==> config.mk <==
export PLATFORM = sky130hd
export DESIGN_NAME = spi_eeprom_access_sequencer
export DESIGN_NICKNAME = d
export VERILOG_FILES = /design/src/sv/spiea_pkg.sv /design/src/sv/spiea_front.sv /design/src/sv/spiea_queue.sv /design/src/sv/spiea_back.sv /design/src/sv/spi_eeprom_access_sequencer.sv
export SDC_FILE = /design/constraint.sdc
export NUM_CORES = 1
export LEC_CHECK = 0
export CAP_MARGIN = 15
export CORE_UTILIZATION = 58
export CTS_CLUSTER_SIZE = 8
export DETAILED_ROUTE_END_ITERATION = 16
export DONT_BUFFER_PORTS = 1
export PLACE_DENSITY = 0.76
export SLEW_MARGIN = 20
export SYNTH_ARGS = -nofsm -noshare
export SYNTH_HDL_FRONTEND = slang
export SYNTH_SLANG_ARGS = --single-unit
==> constraint.sdc <==
create_clock -name clock -period 2.96 [get_ports clock]
set_clock_uncertainty 0.1 [all_clocks]
set_input_delay 0.444 -clock clock [delete_from_list [all_inputs] [get_ports clock]]
set_output_delay 0.444 -clock clock [all_outputs]
set_load 0.05 [all_outputs]
==> src/sv/spiea_pkg.sv <==
// Shared types, command and frame codes for the SPI EEPROM access sequencer.
// No dependencies; every other file refers to this package by scoped names.
package spiea_pkg;

   localparam int PAGE_BYTES = 64;
   localparam int PAGE_BITS  = $clog2(PAGE_BYTES);

   localparam int QUEUE_DEPTH = 4;
   localparam int QUEUE_PTR_W = $clog2(QUEUE_DEPTH);
   localparam int QUEUE_CNT_W = $clog2(QUEUE_DEPTH + 1);

   // Request commands.
   localparam logic [2:0] CMD_BEGIN_READ  = 3'd0;
   localparam logic [2:0] CMD_BEGIN_WRITE = 3'd1;
   localparam logic [2:0] CMD_WRITE_BYTE  = 3'd2;
   localparam logic [2:0] CMD_READ_NEXT   = 3'd3;
   localparam logic [2:0] CMD_STATUS      = 3'd4;

   // Sequencer phases.
   localparam logic [2:0] PH_IDLE   = 3'd0;
   localparam logic [2:0] PH_WEL    = 3'd1;
   localparam logic [2:0] PH_WRITE  = 3'd2;
   localparam logic [2:0] PH_WIPMID = 3'd3;
   localparam logic [2:0] PH_WIPEND = 3'd4;
   localparam logic [2:0] PH_READ   = 3'd5;

   // Device opcodes.
   localparam logic [7:0] OP_WREN  = 8'h06;
   localparam logic [7:0] OP_RDSR  = 8'h05;
   localparam logic [7:0] OP_WRITE = 8'h02;
   localparam logic [7:0] OP_READ  = 8'h03;
   localparam logic [7:0] OP_WRDI  = 8'h04;
   localparam logic [7:0] OP_DUMMY = 8'h00;

   // Status register bits.
   localparam int SR_WIP = 0;
   localparam int SR_WEL = 1;

   // Reply capture modes.
   localparam logic [1:0] CAP_DISCARD = 2'd0;
   localparam logic [1:0] CAP_STATUS  = 2'd1;
   localparam logic [1:0] CAP_READ    = 2'd2;

   // Outcome codes.
   localparam logic [1:0] OUT_OK        = 2'd0;
   localparam logic [1:0] OUT_DONE      = 2'd1;
   localparam logic [1:0] OUT_TIMEOUT   = 2'd2;
   localparam logic [1:0] OUT_MISPLACED = 2'd3;

   // Configuration register indexes.
   localparam logic CSR_POLL_LIMIT    = 1'b0;
   localparam logic CSR_DISABLE_AFTER = 1'b1;

   typedef struct packed {
      logic [2:0]  cmd;
      logic [15:0] address;
      logic [7:0]  data;
      logic        last;
   } req_type;

   typedef struct packed {
      logic       frame_valid;
      logic [7:0] spi_byte;
      logic       deselect_after;
      logic [1:0] capture;
      logic [1:0] outcome;
      logic       last_frame;
   } rsp_type;

   typedef struct packed {
      logic       frame_valid;
      logic [7:0] spi_byte;
      logic       deselect_after;
      logic [1:0] capture;
   } item_type;

   // Everything one request causes: up to three items and the final outcome.
   typedef struct packed {
      item_type [2:0] items;
      logic [1:0]     count;
      logic [1:0]     outcome;
   } job_type;

   function automatic item_type mk_frame(logic [7:0] b, logic desel, logic [1:0] cap);
      item_type it;
      it.frame_valid    = 1'b1;
      it.spi_byte       = b;
      it.deselect_after = desel;
      it.capture        = cap;
      return it;
   endfunction

endpackage

==> src/sv/spiea_front.sv <==
// Front end: takes requests, tracks phase, address and poll count, and builds one job.
// Depends on spiea_pkg; feeds spiea_queue.
module spiea_front (
   input  logic               clock,
   input  logic               reset,
   input  logic               req_valid,
   input  spiea_pkg::req_type req_payload,
   input  logic               queue_full,
   output logic               req_stall,
   input  logic               csr_write,
   input  logic               csr_index,
   input  logic [7:0]         csr_wdata,
   output logic               job_push,
   output spiea_pkg::job_type job
);

   logic [2:0]  phase_ff, phase_in;
   logic [15:0] addr_ff, addr_in;
   logic [7:0]  polls_ff, polls_in;
   logic [7:0]  poll_limit_ff;
   logic        disable_after_ff;

   logic [15:0]        addr_inc;
   logic               boundary;
   logic [7:0]         polls_sat;
   logic               timeout;
   spiea_pkg::job_type wait_job;
   spiea_pkg::job_type poll_job;
   logic               accept;

   assign req_stall = queue_full;
   assign accept    = req_valid && !queue_full;
   assign job_push  = accept;

   assign addr_inc  = addr_ff + 16'd1;
   assign boundary  = (addr_inc[spiea_pkg::PAGE_BITS-1:0] == '0);
   assign polls_sat = (polls_ff == 8'hFF) ? polls_ff : polls_ff + 8'd1;
   assign timeout   = (poll_limit_ff != 8'd0) && (polls_sat >= poll_limit_ff);

   // A status reply that still shows busy: poll again, or give up on the wait.
   always_comb begin
      poll_job          = '0;
      poll_job.items[0] = spiea_pkg::mk_frame(spiea_pkg::OP_RDSR, 1'b0, spiea_pkg::CAP_DISCARD);
      poll_job.items[1] = spiea_pkg::mk_frame(spiea_pkg::OP_DUMMY, 1'b1, spiea_pkg::CAP_STATUS);
      poll_job.count    = 2'd2;
      poll_job.outcome  = spiea_pkg::OUT_OK;
      wait_job          = poll_job;
      if (timeout) begin
         wait_job         = '0;
         wait_job.count   = 2'd1;
         wait_job.outcome = spiea_pkg::OUT_TIMEOUT;
      end
   end

   always_comb begin
      phase_in    = phase_ff;
      addr_in     = addr_ff;
      polls_in    = polls_ff;
      job         = '0;
      job.count   = 2'd1;
      job.outcome = spiea_pkg::OUT_MISPLACED;
      case (req_payload.cmd)
         spiea_pkg::CMD_BEGIN_READ: begin
            if (phase_ff == spiea_pkg::PH_IDLE) begin
               job.items[0] = spiea_pkg::mk_frame(spiea_pkg::OP_READ, 1'b0,
                                                  spiea_pkg::CAP_DISCARD);
               job.items[1] = spiea_pkg::mk_frame(req_payload.address[15:8], 1'b0,
                                                  spiea_pkg::CAP_DISCARD);
               job.items[2] = spiea_pkg::mk_frame(req_payload.address[7:0], 1'b0,
                                                  spiea_pkg::CAP_DISCARD);
               job.count    = 2'd3;
               job.outcome  = spiea_pkg::OUT_OK;
               addr_in      = req_payload.address;
               phase_in     = spiea_pkg::PH_READ;
            end
         end
         spiea_pkg::CMD_BEGIN_WRITE: begin
            if (phase_ff == spiea_pkg::PH_IDLE) begin
               job          = poll_job;
               job.items[2] = poll_job.items[1];
               job.items[1] = poll_job.items[0];
               job.items[0] = spiea_pkg::mk_frame(spiea_pkg::OP_WREN, 1'b1,
                                                  spiea_pkg::CAP_DISCARD);
               job.count    = 2'd3;
               addr_in      = req_payload.address;
               polls_in     = 8'd0;
               phase_in     = spiea_pkg::PH_WEL;
            end
         end
         spiea_pkg::CMD_WRITE_BYTE: begin
            if (phase_ff == spiea_pkg::PH_WRITE) begin
               addr_in      = addr_inc;
               job.items[0] = spiea_pkg::mk_frame(req_payload.data,
                                                  boundary || req_payload.last,
                                                  spiea_pkg::CAP_DISCARD);
               job.outcome  = spiea_pkg::OUT_OK;
               if (boundary || req_payload.last) begin
                  job.items[1] = poll_job.items[0];
                  job.items[2] = poll_job.items[1];
                  job.count    = 2'd3;
                  polls_in     = 8'd0;
                  phase_in     = req_payload.last ? spiea_pkg::PH_WIPEND
                                                  : spiea_pkg::PH_WIPMID;
               end
            end
         end
         spiea_pkg::CMD_READ_NEXT: begin
            if (phase_ff == spiea_pkg::PH_READ) begin
               addr_in      = addr_inc;
               job.items[0] = spiea_pkg::mk_frame(spiea_pkg::OP_DUMMY, req_payload.last,
                                                  spiea_pkg::CAP_READ);
               job.outcome  = spiea_pkg::OUT_OK;
               if (req_payload.last) begin
                  job.outcome = spiea_pkg::OUT_DONE;
                  phase_in    = spiea_pkg::PH_IDLE;
               end
            end
         end
         spiea_pkg::CMD_STATUS: begin
            case (phase_ff)
               spiea_pkg::PH_WEL: begin
                  if (!req_payload.data[spiea_pkg::SR_WEL]) begin
                     job      = wait_job;
                     polls_in = polls_sat;
                     if (timeout) begin
                        phase_in = spiea_pkg::PH_IDLE;
                     end
                  end else begin
                     job.items[0] = spiea_pkg::mk_frame(spiea_pkg::OP_WRITE, 1'b0,
                                                        spiea_pkg::CAP_DISCARD);
                     job.items[1] = spiea_pkg::mk_frame(addr_ff[15:8], 1'b0,
                                                        spiea_pkg::CAP_DISCARD);
                     job.items[2] = spiea_pkg::mk_frame(addr_ff[7:0], 1'b0,
                                                        spiea_pkg::CAP_DISCARD);
                     job.count    = 2'd3;
                     job.outcome  = spiea_pkg::OUT_OK;
                     phase_in     = spiea_pkg::PH_WRITE;
                  end
               end
               spiea_pkg::PH_WIPMID: begin
                  if (req_payload.data[spiea_pkg::SR_WIP]) begin
                     job      = wait_job;
                     polls_in = polls_sat;
                     if (timeout) begin
                        phase_in = spiea_pkg::PH_IDLE;
                     end
                  end else begin
                     job          = poll_job;
                     job.items[2] = poll_job.items[1];
                     job.items[1] = poll_job.items[0];
                     job.items[0] = spiea_pkg::mk_frame(spiea_pkg::OP_WREN, 1'b1,
                                                        spiea_pkg::CAP_DISCARD);
                     job.count    = 2'd3;
                     polls_in     = 8'd0;
                     phase_in     = spiea_pkg::PH_WEL;
                  end
               end
               spiea_pkg::PH_WIPEND: begin
                  if (req_payload.data[spiea_pkg::SR_WIP]) begin
                     job      = wait_job;
                     polls_in = polls_sat;
                     if (timeout) begin
                        phase_in = spiea_pkg::PH_IDLE;
                     end
                  end else begin
                     // Without write-disable the completion is a frameless transfer.
                     if (disable_after_ff) begin
                        job.items[0] = spiea_pkg::mk_frame(spiea_pkg::OP_WRDI, 1'b1,
                                                           spiea_pkg::CAP_DISCARD);
                     end
                     job.outcome = spiea_pkg::OUT_DONE;
                     phase_in    = spiea_pkg::PH_IDLE;
                  end
               end
               default: begin
               end
            endcase
         end
         default: begin
         end
      endcase
   end

   always_ff @(posedge clock) begin
      if (reset) begin
         phase_ff         <= spiea_pkg::PH_IDLE;
         addr_ff          <= 16'd0;
         polls_ff         <= 8'd0;
         poll_limit_ff    <= 8'd0;
         disable_after_ff <= 1'b0;
      end else begin
         if (accept) begin
            phase_ff <= phase_in;
            addr_ff  <= addr_in;
            polls_ff <= polls_in;
         end
         if (csr_write) begin
            if (csr_index == spiea_pkg::CSR_POLL_LIMIT) begin
               poll_limit_ff <= csr_wdata;
            end else begin
               disable_after_ff <= csr_wdata[0];
            end
         end
      end
   end

endmodule

==> src/sv/spiea_queue.sv <==
// Short job queue between the front end and the frame emitter.
// Depends on spiea_pkg for the job type and depth.
module spiea_queue (
   input  logic               clock,
   input  logic               reset,
   input  logic               push,
   input  spiea_pkg::job_type push_job,
   input  logic               pop,
   output logic               full,
   output logic               head_valid,
   output spiea_pkg::job_type head_job
);

   spiea_pkg::job_type mem_ff [spiea_pkg::QUEUE_DEPTH];
   logic [spiea_pkg::QUEUE_PTR_W-1:0] wr_ptr_ff, rd_ptr_ff;
   logic [spiea_pkg::QUEUE_CNT_W-1:0] count_ff, count_in;

   assign full       = (count_ff == spiea_pkg::QUEUE_CNT_W'(spiea_pkg::QUEUE_DEPTH));
   assign head_valid = (count_ff != '0);
   assign head_job   = mem_ff[rd_ptr_ff];

   always_comb begin
      count_in = count_ff;
      if (push && !pop) begin
         count_in = count_ff + spiea_pkg::QUEUE_CNT_W'(1);
      end else if (pop && !push) begin
         count_in = count_ff - spiea_pkg::QUEUE_CNT_W'(1);
      end
   end

   always_ff @(posedge clock) begin
      if (push) begin
         mem_ff[wr_ptr_ff] <= push_job;
      end
   end

   always_ff @(posedge clock) begin
      if (reset) begin
         wr_ptr_ff <= '0;
         rd_ptr_ff <= '0;
         count_ff  <= '0;
      end else begin
         if (push) begin
            wr_ptr_ff <= wr_ptr_ff + spiea_pkg::QUEUE_PTR_W'(1);
         end
         if (pop) begin
            rd_ptr_ff <= rd_ptr_ff + spiea_pkg::QUEUE_PTR_W'(1);
         end
         count_ff <= count_in;
      end
   end

endmodule

==> src/sv/spiea_back.sv <==
// Frame emitter: walks the items of the job at the queue head into the result register.
// Depends on spiea_pkg; reads from spiea_queue.
module spiea_back (
   input  logic               clock,
   input  logic               reset,
   input  logic               head_valid,
   input  spiea_pkg::job_type head_job,
   output logic               pop,
   output logic               rsp_valid,
   input  logic               rsp_stall,
   output spiea_pkg::rsp_type rsp_payload
);

   logic [1:0]         idx_ff;
   logic               rsp_valid_ff;
   spiea_pkg::rsp_type rsp_ff, rsp_in;
   logic               load;
   logic               final_item;
   spiea_pkg::item_type cur;

   assign load       = head_valid && (!rsp_valid_ff || !rsp_stall);
   assign final_item = (idx_ff == head_job.count - 2'd1);
   assign pop        = load && final_item;
   assign cur        = head_job.items[idx_ff];

   always_comb begin
      rsp_in.frame_valid    = cur.frame_valid;
      rsp_in.spi_byte       = cur.spi_byte;
      rsp_in.deselect_after = cur.deselect_after;
      rsp_in.capture        = cur.capture;
      rsp_in.outcome        = final_item ? head_job.outcome : spiea_pkg::OUT_OK;
      rsp_in.last_frame     = final_item;
   end

   always_ff @(posedge clock) begin
      if (load) begin
         rsp_ff <= rsp_in;
      end
   end

   always_ff @(posedge clock) begin
      if (reset) begin
         idx_ff       <= 2'd0;
         rsp_valid_ff <= 1'b0;
      end else begin
         if (load) begin
            idx_ff <= final_item ? 2'd0 : idx_ff + 2'd1;
         end
         if (load) begin
            rsp_valid_ff <= 1'b1;
         end else if (!rsp_stall) begin
            rsp_valid_ff <= 1'b0;
         end
      end
   end

   assign rsp_valid   = rsp_valid_ff;
   assign rsp_payload = rsp_ff;

endmodule

==> src/sv/spi_eeprom_access_sequencer.sv <==
// Top level of the SPI EEPROM access sequencer: front end, job queue and frame emitter.
// Depends on spiea_pkg, spiea_front, spiea_queue and spiea_back.

// Each request yields one to three result transfers (SPI frames, or one frameless
// outcome transfer). The front end takes a request every cycle while its four-entry job
// queue has room; the frame emitter behind it hands out one result transfer per cycle
// while the output is not stalled, through a registered output, so a request
// occupies the output once for each of its results. The output stage is the limiting unit.
// Configuration writes are always ready and must be issued while the block is idle.
// No clearing pass follows reset.
module spi_eeprom_access_sequencer (
   input  logic               clock,
   input  logic               reset,
   input  logic               req_valid,
   output logic               req_stall,
   input  spiea_pkg::req_type req_payload,
   output logic               rsp_valid,
   input  logic               rsp_stall,
   output spiea_pkg::rsp_type rsp_payload,
   input  logic               csr_valid,
   output logic               csr_ready,
   input  logic               csr_index,
   input  logic [7:0]         csr_wdata
);

   logic               queue_full;
   logic               job_push;
   spiea_pkg::job_type push_job;
   logic               head_valid;
   spiea_pkg::job_type head_job;
   logic               pop;

   assign csr_ready = 1'b1;

   spiea_front u_front (
      .clock       (clock),
      .reset       (reset),
      .req_valid   (req_valid),
      .req_payload (req_payload),
      .queue_full  (queue_full),
      .req_stall   (req_stall),
      .csr_write   (csr_valid && csr_ready),
      .csr_index   (csr_index),
      .csr_wdata   (csr_wdata),
      .job_push    (job_push),
      .job         (push_job)
   );

   spiea_queue u_queue (
      .clock      (clock),
      .reset      (reset),
      .push       (job_push),
      .push_job   (push_job),
      .pop        (pop),
      .full       (queue_full),
      .head_valid (head_valid),
      .head_job   (head_job)
   );

   spiea_back u_back (
      .clock       (clock),
      .reset       (reset),
      .head_valid  (head_valid),
      .head_job    (head_job),
      .pop         (pop),
      .rsp_valid   (rsp_valid),
      .rsp_stall   (rsp_stall),
      .rsp_payload (rsp_payload)
   );

endmodule

==> Yosys cells after proc, flatten, opt, wreduce, memory -nomap -nowiden <==
Memory sizes are Yosys's and may differ from the RTL's. A register that Yosys moved wholly into a read port is not among the register bits.
Index checks and enable logic that the tools add are counted.
{ "classes": {"add_sub_neg": 8, "order_cmp": 2, "eq_ne": 23, "mux": 58, "n_bitwise": 1, "n_reduce_logical": 28} }
{ "ops": {"columns": ["cell", "n"], "rows": [
  ["$mux W40", 5],
  ["$pmux W40 S3", 1],
  ["$pmux W24 S4", 1],
  ["$mux W12", 5],
  ["$pmux W12 S5", 1],
  ["$mux W8", 7],
  ["$mux W16", 3],
  ["$pmux W16 S3", 1],
  ["$pmux W8 S3", 2],
  ["$mux W3", 13],
  ["$mux W28", 1],
  ["$bmux W12 S2", 1],
  ["$mux W24", 1],
  ["$add A16 B1 Y16 const B", 1],
  ["$pmux W3 S5", 1],
  ["$mux W2", 7],
  ["$ne A2 B1 Y1 const B", 7],
  ["$eq A3 B2 Y1 const B", 4],
  ["$eq A3 B3 Y1 const B", 4],
  ["$pmux W2 S5", 1],
  ["$pmux W3 S3", 1],
  ["$reduce_and A9 Y1", 1],
  ["$reduce_bool A3 Y1", 3],
  ["$add A8 B1 Y8 const B", 1],
  ["other kinds (27)", 47]
]} }
{ "totals": {"ff_bits": 61, "ramBits": 160, "output_inout_bits": 18, "elab_cells": 137, "memories": 1} }
{ "mem_list": {"columns": ["memory", "depth", "width", "read_ports", "rd_clocked_by_memory_dff", "write_ports", "line", "text"], "rows": [
  ["u_queue.mem_ff", 4, 40, 1, 1, 1, "spiea_queue.sv:14", "spiea_pkg::job_type mem_ff [spiea_pkg::QUEUE_DEPTH];"]
]} }

==> Longest topological paths before layout <==
Gate-level depths: netlist of the first run.
{ "depth": {"word_depth": 8, "ltp_mapped": 12, "ltp_nobuf": 11} }

==> By module <==
A second synthesis of the first run with hierarchy kept.
{ "unflattened": {"cells_unflattened": 764, "area_unflattened_um2": 10251.1} }
{ "by_module_without_submodules": {"columns": ["mod", "instances", "cells_per_inst", "area_per_inst_um2", "seq_area_each_um2"], "rows": [
  ["spiea_queue", 1, 253, 6247.2, 4984.8],
  ["spiea_front", 1, 431, 3109.2, 720.7],
  ["spiea_back", 1, 78, 883.3, 510.5],
  ["spi_eeprom_access_sequencer", 1, 2, 11.3, 0.0]
]} }

==> Worst setup path after synthesis of the first run <==
No wires, ideal clock.
{ "synth_path": {"path_type": "register to register", "start": "register u_queue.count_ff[0] (netlist bit)", "end": "register u_queue.count_ff[2] (netlist bit)", "setup_time_ns": 0.070, "arrival_ns": 3.018, "required_time_ns": 2.790, "path_slack_ns": -0.228, "stages_incl_launch_ff": 10, "period_less_slack_ns": 3.188, "path_cell_list": "dfxtp_1 nor3b_1 nand2b_1 clkinv_1 ha_1 inv_1 fa_1 xor2_1 or3_1 a21oi_1"} }
{ "synth_via": {"elab_chain_len": 6, "word_cells_on_any_way": 15} }
{ "synth_lines": {"columns": ["element", "line", "text"], "rows": [
  ["from (decl)", "spiea_queue.sv:16", "logic [spiea_pkg::QUEUE_CNT_W-1:0] count_ff, count_in;"],
  ["from (signal assigned)", "spiea_queue.sv:49", "count_ff <= count_in;"],
  ["$eq A3 B3 Y1 (*)", "spiea_queue.sv:18", "assign full = (count_ff == spiea_pkg::QUEUE_CNT_W'(spiea_pkg::QUEUE_DEPTH));"],
  ["net req_stall", "spi_eeprom_access_sequencer.sv:15", "output logic req_stall,"],
  ["$logic_not A1 Y1 (*)", "spiea_front.sv:32", "assign accept = req_valid && !queue_full;"],
  ["$logic_and A1 B1 Y1 (*)", "spiea_front.sv:32", null],
  ["net job_push", "spi_eeprom_access_sequencer.sv:27", "logic job_push;"],
  ["$logic_not A1 Y1", "spiea_queue.sv:26", "end else if (pop && !push) begin"],
  ["$logic_and A1 B1 Y1", "spiea_queue.sv:26", null],
  ["$reduce_bool A2 Y1 (no line)", null, null]
]} }
The timed path passes the listed nets; every way through them passes the cells marked *. The select of a mux whose other input is x is not followed.
A chain may end at the register's enable or synchronous reset.

==> flow_summary.ini, run 1 <==
[routing]
wire_per_inst_um = 21.4
vias = 6565
drt-total-wl_um = 21600
via_per_inst = 6.52
drtAntennaViolNets = 0
drtPass1Iterations = 5
drcViolationCount = 0
drt_iter0_drc = 524

[sta]
maxSlewHeadroom_pct = 35.5
finalSetupViolations = 0
worstMarginPinSlew_ps = 965
tns_ps = 0
hold_viol_final = 0
timing.fmax_mhz = 347
min_period_over_period_pct = 97.2
period_needed_ps = 2880
drv_slew = 0

[critical_path]
end_kind = flip-flop
crit_path_start = u_front.polls_ff[3]
startpoint_type = flip-flop
endpoint = u_queue.mem_ff[3][15]
r2r_slack_ps = 80
r2r_end = u_queue.mem_ff[3][15]
rr_worst_depth = 9
crit_arrival_ps = 2900
critical_path_class = flip-flop to flip-flop
cp_max_fo = 7
r2r_start = u_front.polls_ff[3]
cp_data_required_time_ps = 2980

[floorplanning]
rows = 46
die_area_um2 = 16800
initial_utilization_pct = 59.6
num_io_pins = 60
die_w_um = 130
core_um2 = 15900
die_y_um = 130

[placed_design]
io_buffers = 0
place_congestion = 0.881
placed_cell_area_um2 = 9760
dp.final_hpwl_um = 13600
placed_cells = 962

[cells_and_area]
stdcell_count = 1007
mostFrequentLayoutCells = 151 x edfxtp_1, 56 x a21oi_1, 49 x nor2_1
final_cell_area_um2 = 10600
nets = 836
final_layout_size_suffix_gt1_share_pct = 19.0
final_common_cell = edfxtp_1
diodes = 0
syn2layout_area_growth_pct = 12.3

[yosys]
synth.avg_cell_area_um2 = 12.4
ys_types = 71
ys_warn_count = 0
synth_async_sr_flop_share_pct = 0
synth-seq-cells = 199
synthFlopType = edfxtp_1
synthesis.nets = 821
syn-cell-area_um2 = 9460
synth_edf_count = 151
ys_seq_area_share_pct = 58.1
syn_inst = 763

[clock_tree]
cts.sinks = 199
cts.path.max_buffers = 2
clk_latency_ps = 440
cts_root_buf = clkbuf_16
cts_buffers = 17
clkTransAtPathRegs_ps = 70
cts_tree = done
cts_max_level = 4

[grt]
top_usage_layer = met2
grt_use_total_pct = 26.4
grt_overflow = 0
grtUsageMet1_pct = 34.7
grt_pass1_wl_um = 33300
met3_usage_pct = 6.52
gr-usage-met2_pct = 42.9
first_global_vias = 6421
grt_max_degree = 41
antenna_found_initial = 0

[hold_path]
hold_class = input port to flip-flop

[outcome]
status = finished, final reports clean

[run]
maxCapViolCount = 0

[pwr]
p_leak_nw = 3.65
power_mw = 8.51
peakVddDrop_uv = 483
p_per_area_nw_per_um2 = 801
-- per-layer routing --
layer / share of wire (%) / vias up
li1: - / 2993
met1: 40 / 3245
met2: 50 / 291
met3: 7.6 / 36
met4: 2.1 / 0
met5: 0 / -
-- registers in the layout (all words and copies together) (netlist names), named ones only --
| register | flops |
|---|---|
| u_front.polls_ff | 8 |
| u_queue.wr_ptr_ff | 2 |
| u_front.addr_ff | 16 |
| u_front.disable_after_ff | 1 |
| u_back.rsp_valid | 1 |
| u_back.idx_ff | 2 |
| u_front.poll_limit_ff | 8 |
| u_queue.mem_ff | 136 |
| u_front.phase_ff | 3 |
| u_back.rsp_payload | 15 |
| u_queue.rd_ptr_ff | 2 |
| u_queue.count_ff | 3 |
-- timing repair --
item                                    in CTS  in global routing
endpoints found under the hold margin       40                  0
gates cloned                                 0                  0
endpoints found under the setup margin      30                 29
buffers inserted                             5                  7
hold buffers                                 1                  0
resized for setup                            8                 25
pin swaps                                    4                 14
-- layout make-up --
cell class / count / area [µm²]
clock buffers: 17 / 425
repair buffers: 46 / 362
fillers: 1139 / 5260
flip-flops and latches: 199 / 5500
well taps: 216 / 270
clock inverters: 15 / 198
inverters: 29 / 109
multi-input cells: 485 / 3760
-- stage by stage --
stage                     hold WS (ps)  util (%)  worst slack (ps)
after detailed placement           391      61.5              -277
after global routing              15.5      66.9             -16.2
after CTS                         4.91      65.9            0.0147
after global placement             369      61.5             -98.0
after floorplan                    360         -              64.8
final                             22.6      66.9              81.6
-- power by group --
part,leakage [nW],internal (mW),switching (mW),total (mW)
combinational,1.53,0.923,1.11,2.03
clock,0.303,1.30,1.12,2.42
sequential,1.82,3.49,0.567,4.06
-- worst min path at each step --
stage	startpoint	end	slack [ps]	cells after the start
6_report	reset	u_front.polls_ff[3]	20	1
2_1_floorplan	u_front.disable_after_ff	u_front.disable_after_ff	360	2
5_1_grt	reset	u_front.polls_ff[0]	20	1
4_1_cts	reset	u_front.polls_ff[3]	5	1
3_3_place_gp	u_queue.wr_ptr_ff[1]	u_queue.wr_ptr_ff[1]	370	2
3_5_place_dp	u_queue.wr_ptr_ff[1]	u_queue.wr_ptr_ff[1]	390	2
-- synth_stat cells (14+ instances only) --
master    count  area share (%)
clkbuf_1     25            0.99
nand3_1      17            0.90
a211oi_1     16             1.3
nand2_1      44             1.7
dfxtp_1      48              10
nor2_1       52             2.1
nand4_1      14            0.93
edfxtp_1    151              48
and3_1       14            0.93
a22o_1       17             1.6
a21oi_1      58             3.1
inv_1        28             1.1
buf_2        17            0.90
mux4_2       34             8.1
ha_1         15             2.0
o21ai_0      30             1.6
-- cell families (layout without fill, tap and decap cells) --
kind of cell	count (synthesis)	after routing	synth area share, %
flops	199	199	58.1
compound gates	199	199	13.9
buf+inv	79	107	3.57
xor+xnor	6	6	0.754
simple gates	217	217	12.1
other cells	1	1	0.0396
mux	46	46	9.38
fa+ha+maj	16	16	2.20
-- critical path, stage by stage, from the launching register on --
cell	delay, ps
dfxtp_1	430
nand3_1	200
nor4_4	330
a21oi_1	120
ha_1	320
nand4_1	130
o32a_4	440
buf_6	150
o21ai_2	130
nand4_1	210
(Power assumes the default switching activity.)
==> run 2, diff against run 1 <==
--- a/config.mk
+++ b/config.mk
@@ -14,4 +14,5 @@
 export SLEW_MARGIN = 20
 export SYNTH_ARGS = -nofsm -noshare
 export SYNTH_HDL_FRONTEND = slang
+export SYNTH_HIERARCHICAL = 1
 export SYNTH_SLANG_ARGS = --single-unit
==> run 2 against run 1 <==
Via count fell by 0.67%. First-iteration DRC count fell by 5.3%. Clock-buffer cell count rose by 39. Critical path type unchanged. Critical endpoint is now u_queue/mem_ff[0][9]. Highest routed layer unchanged.
==> flow_summary.ini, run 2 <==
[cells_and_area]
stdcell_count = 1055
final_util_pct = 68.0
final_cell_area_um2 = 11800
syn2layout_area_growth_pct = 14.8
largest_register = u_queue/mem_ff
final_common_cell = edfxtp_1
final_layout_size_suffix_gt1_share_pct = 19.8
diodes = 0
mostFrequentLayoutCells = 175 x edfxtp_1, 57 x nand2_1, 53 x nor2_1
nets = 864
largest_register_ff_count = 160
num-fill-cells = 1221

[critical_path]
slowest_delay_ps = 350
end_kind = flip-flop
critPathTopFamily = compound AO/OA/AOI/OAI gates
cp_data_required_time_ps = 3130
cp_max_fo = 6
r2r_slack_ps = 60
crit_chain = ha_4 > nand2_4 > nor3_4 > mux2_4 > ha_4 > a2111oi_4 > o311ai_2 > nand2_2 > a222oi_1 > nand2_1
critical_path_class = flip-flop to flip-flop
cp_slowest_cell = dfxtp_2
r2r_end = u_queue/mem_ff[0][9]
crit_arrival_ps = 3070
r2r_start = u_front/polls_ff[1]
cp_common_cell = ha_4
path_buf_inv = 0
rr_worst_depth = 10
startpoint_type = flip-flop

[clock_tree]
clkTransAtPathRegs_ps = 50
cts.sinks = 223
clk_latency_ps = 560
cts_buffers = 31
cts_max_level = 1
cts_root_buf = clkbuf_16
cts_tree = done
cts.path.max_buffers = 3

[sta]
setup_slack_ps = 60.7
hold_viol_final = 0
timing.fmax_mhz = 345
rsz0062_at_grt = true
drv_slew = 0
worstMarginPinSlew_ps = 1070
period_needed_ps = 2900
finalSetupViolations = 0
holdWs_ps = 20.2
tns_ps = 0
maxSlewHeadroom_pct = 28.4
min_period_over_period_pct = 98.0

[routing]
via_per_inst = 6.18
drt-total-wl_um = 22500
drcViolationCount = 0
vias = 6521
wire_per_inst_um = 21.3
drtAntennaViolNets = 0
drt_iter0_drc = 496
drtPass1Iterations = 4

[floorplanning]
die_area_um2 = 18200
num_io_pins = 60
rows = 48
initial_utilization_pct = 59.3
die_y_um = 135
core_um2 = 17300
die_w_um = 135

[pwr]
p_leak_nw = 4.03
p_per_area_nw_per_um2 = 803
peakVddDrop_uv = 535
power_mw = 9.45

[yosys]
synth-seq-cells = 223
yosys-top-cells-count = 175 x edfxtp_1, 59 x nand2_1, 55 x nor2_1
syn-cell-area_um2 = 10300
ys_seq_area_share_pct = 60.6
synthFlopType = edfxtp_1
ys_types = 75
synth_async_sr_flop_share_pct = 0
synth.most_common_cell = edfxtp_1
synth_area_leaders = edfxtp_1 51%, dfxtp_1 9.4%, mux4_2 8.8%
synth_edf_count = 175
synth.avg_cell_area_um2 = 13.4
ys_warn_count = 6
yosysTopAreaCell = edfxtp_1
syn_inst = 764
synth_top_area_share_pct = 51.3

[hold_path]
whs_path_depth = 2
hold_class = input port to flip-flop
min_to = u_front/addr_ff[3]
hold_path_startpoint = req_payload[12]

[outcome]
status = finished, final reports clean

[grt]
grt_use_total_pct = 25.1
grt_pass1_wl_um = 34700
antenna_found_initial = 0
grt_overflow = 0
first_global_vias = 6371
grt_max_degree = 41

[placed_design]
pre_cts_ws_ps = -220
placed_cell_area_um2 = 10500
io_buffers = 0
dp.final_hpwl_um = 14200
placed_cells = 974
place_congestion = 0.852

[run]
maxCapViolCount = 0
## run 2: changes by cell type after synthesis, sizes merged, moves of 5 or more
cell,previous run,this run
nand4,14,3
o22ai,13,3
mux2i,11,21
and3,14,4
nand2,44,60
clkbuf,26,18
a21oi,58,45
mux4,34,40
o31ai,10,4
o21ai,33,38
buf,24,35
edfxtp,151,175
and2,13,22
nand2b,13,7
## run 2: power by group
group          total, mW  switching [mW]  internal, mW  leakage [nW]
registers           4.47           0.565          3.91          2.03
logic               1.77           0.993         0.777          1.58
clock network       3.20            1.25          1.96         0.421
total               9.45            2.81          6.64          4.03
## run 2: per-layer routing
layer	vias up	global-route usage [%]	share of wire, %
met1	3232	33.7	41
met2	242	41.0	49
met4	0	8.68	3.0
met5	-	0	0
met3	54	4.77	7.0
li1	2993	-	-
## run 2: cell type report
class / count / area (µm²) / share of cell area (%)
flip-flops and latches: 223 / 6230 / 52.9
well taps: 225 / 282 / 2.39
clock buffers: 56 / 870 / 7.39
multi-input cells: 465 / 3730 / 31.7
inverters: 25 / 93.8 / 0.797
repair buffers: 60 / 542 / 4.60
clock inverters: 1 / 20.0 / 0.170
## run 2: worst register-to-register path, delay by kind of cell, from the launching register on
| kind | cells | cell delay (ps) |
|---|---|---|
| AOI/OAI and AO/OA | 3 | 720 |
| muxes | 1 | 350 |
| and+or+nand+nor | 4 | 650 |
| DFF | 1 | 350 |
| adders and majority gates | 2 | 440 |
## run 2: worst max-delay path by stage
stage,from,to,slack (ps),cells after the start
floorplan,flip-flop,u_queue/count_ff[2],-3,13
global placement,u_front/polls_ff[0],u_queue/mem_ff[0][16],-100,10
detailed placement,u_front/polls_ff[1],u_queue/mem_ff[1][18],-220,10
CTS,flip-flop,u_queue/count_ff[2],7,11
global route,u_front/polls_ff[1],u_queue/mem_ff[0][9],-100,10
finish,u_front/polls_ff[1],u_queue/mem_ff[0][9],60,10
## run 2: timing repair
action | in CTS | in global routing
buffers inserted | 3 | 5
pin swaps | 4 | 19
hold endpoints to repair | 40 | 0
hold buffers | 16 | 0
gates resized for setup | 6 | 21
setup endpoints to repair | 39 | 40
## run 2: cells by family after synthesis
group                    Yosys count  share of synthesized area [%]
AO/OA/AOI/OAI                    157                           10.2
adder cells (fa/ha/maj)           16                           2.03
buffers and inverters             78                           4.38
XOR/XNOR                          12                           1.03
other                              2                         0.0733
multiplexers                      62                           10.9
flip-flops                       223                           60.6
AND/OR/NAND/NOR                  214                           10.7
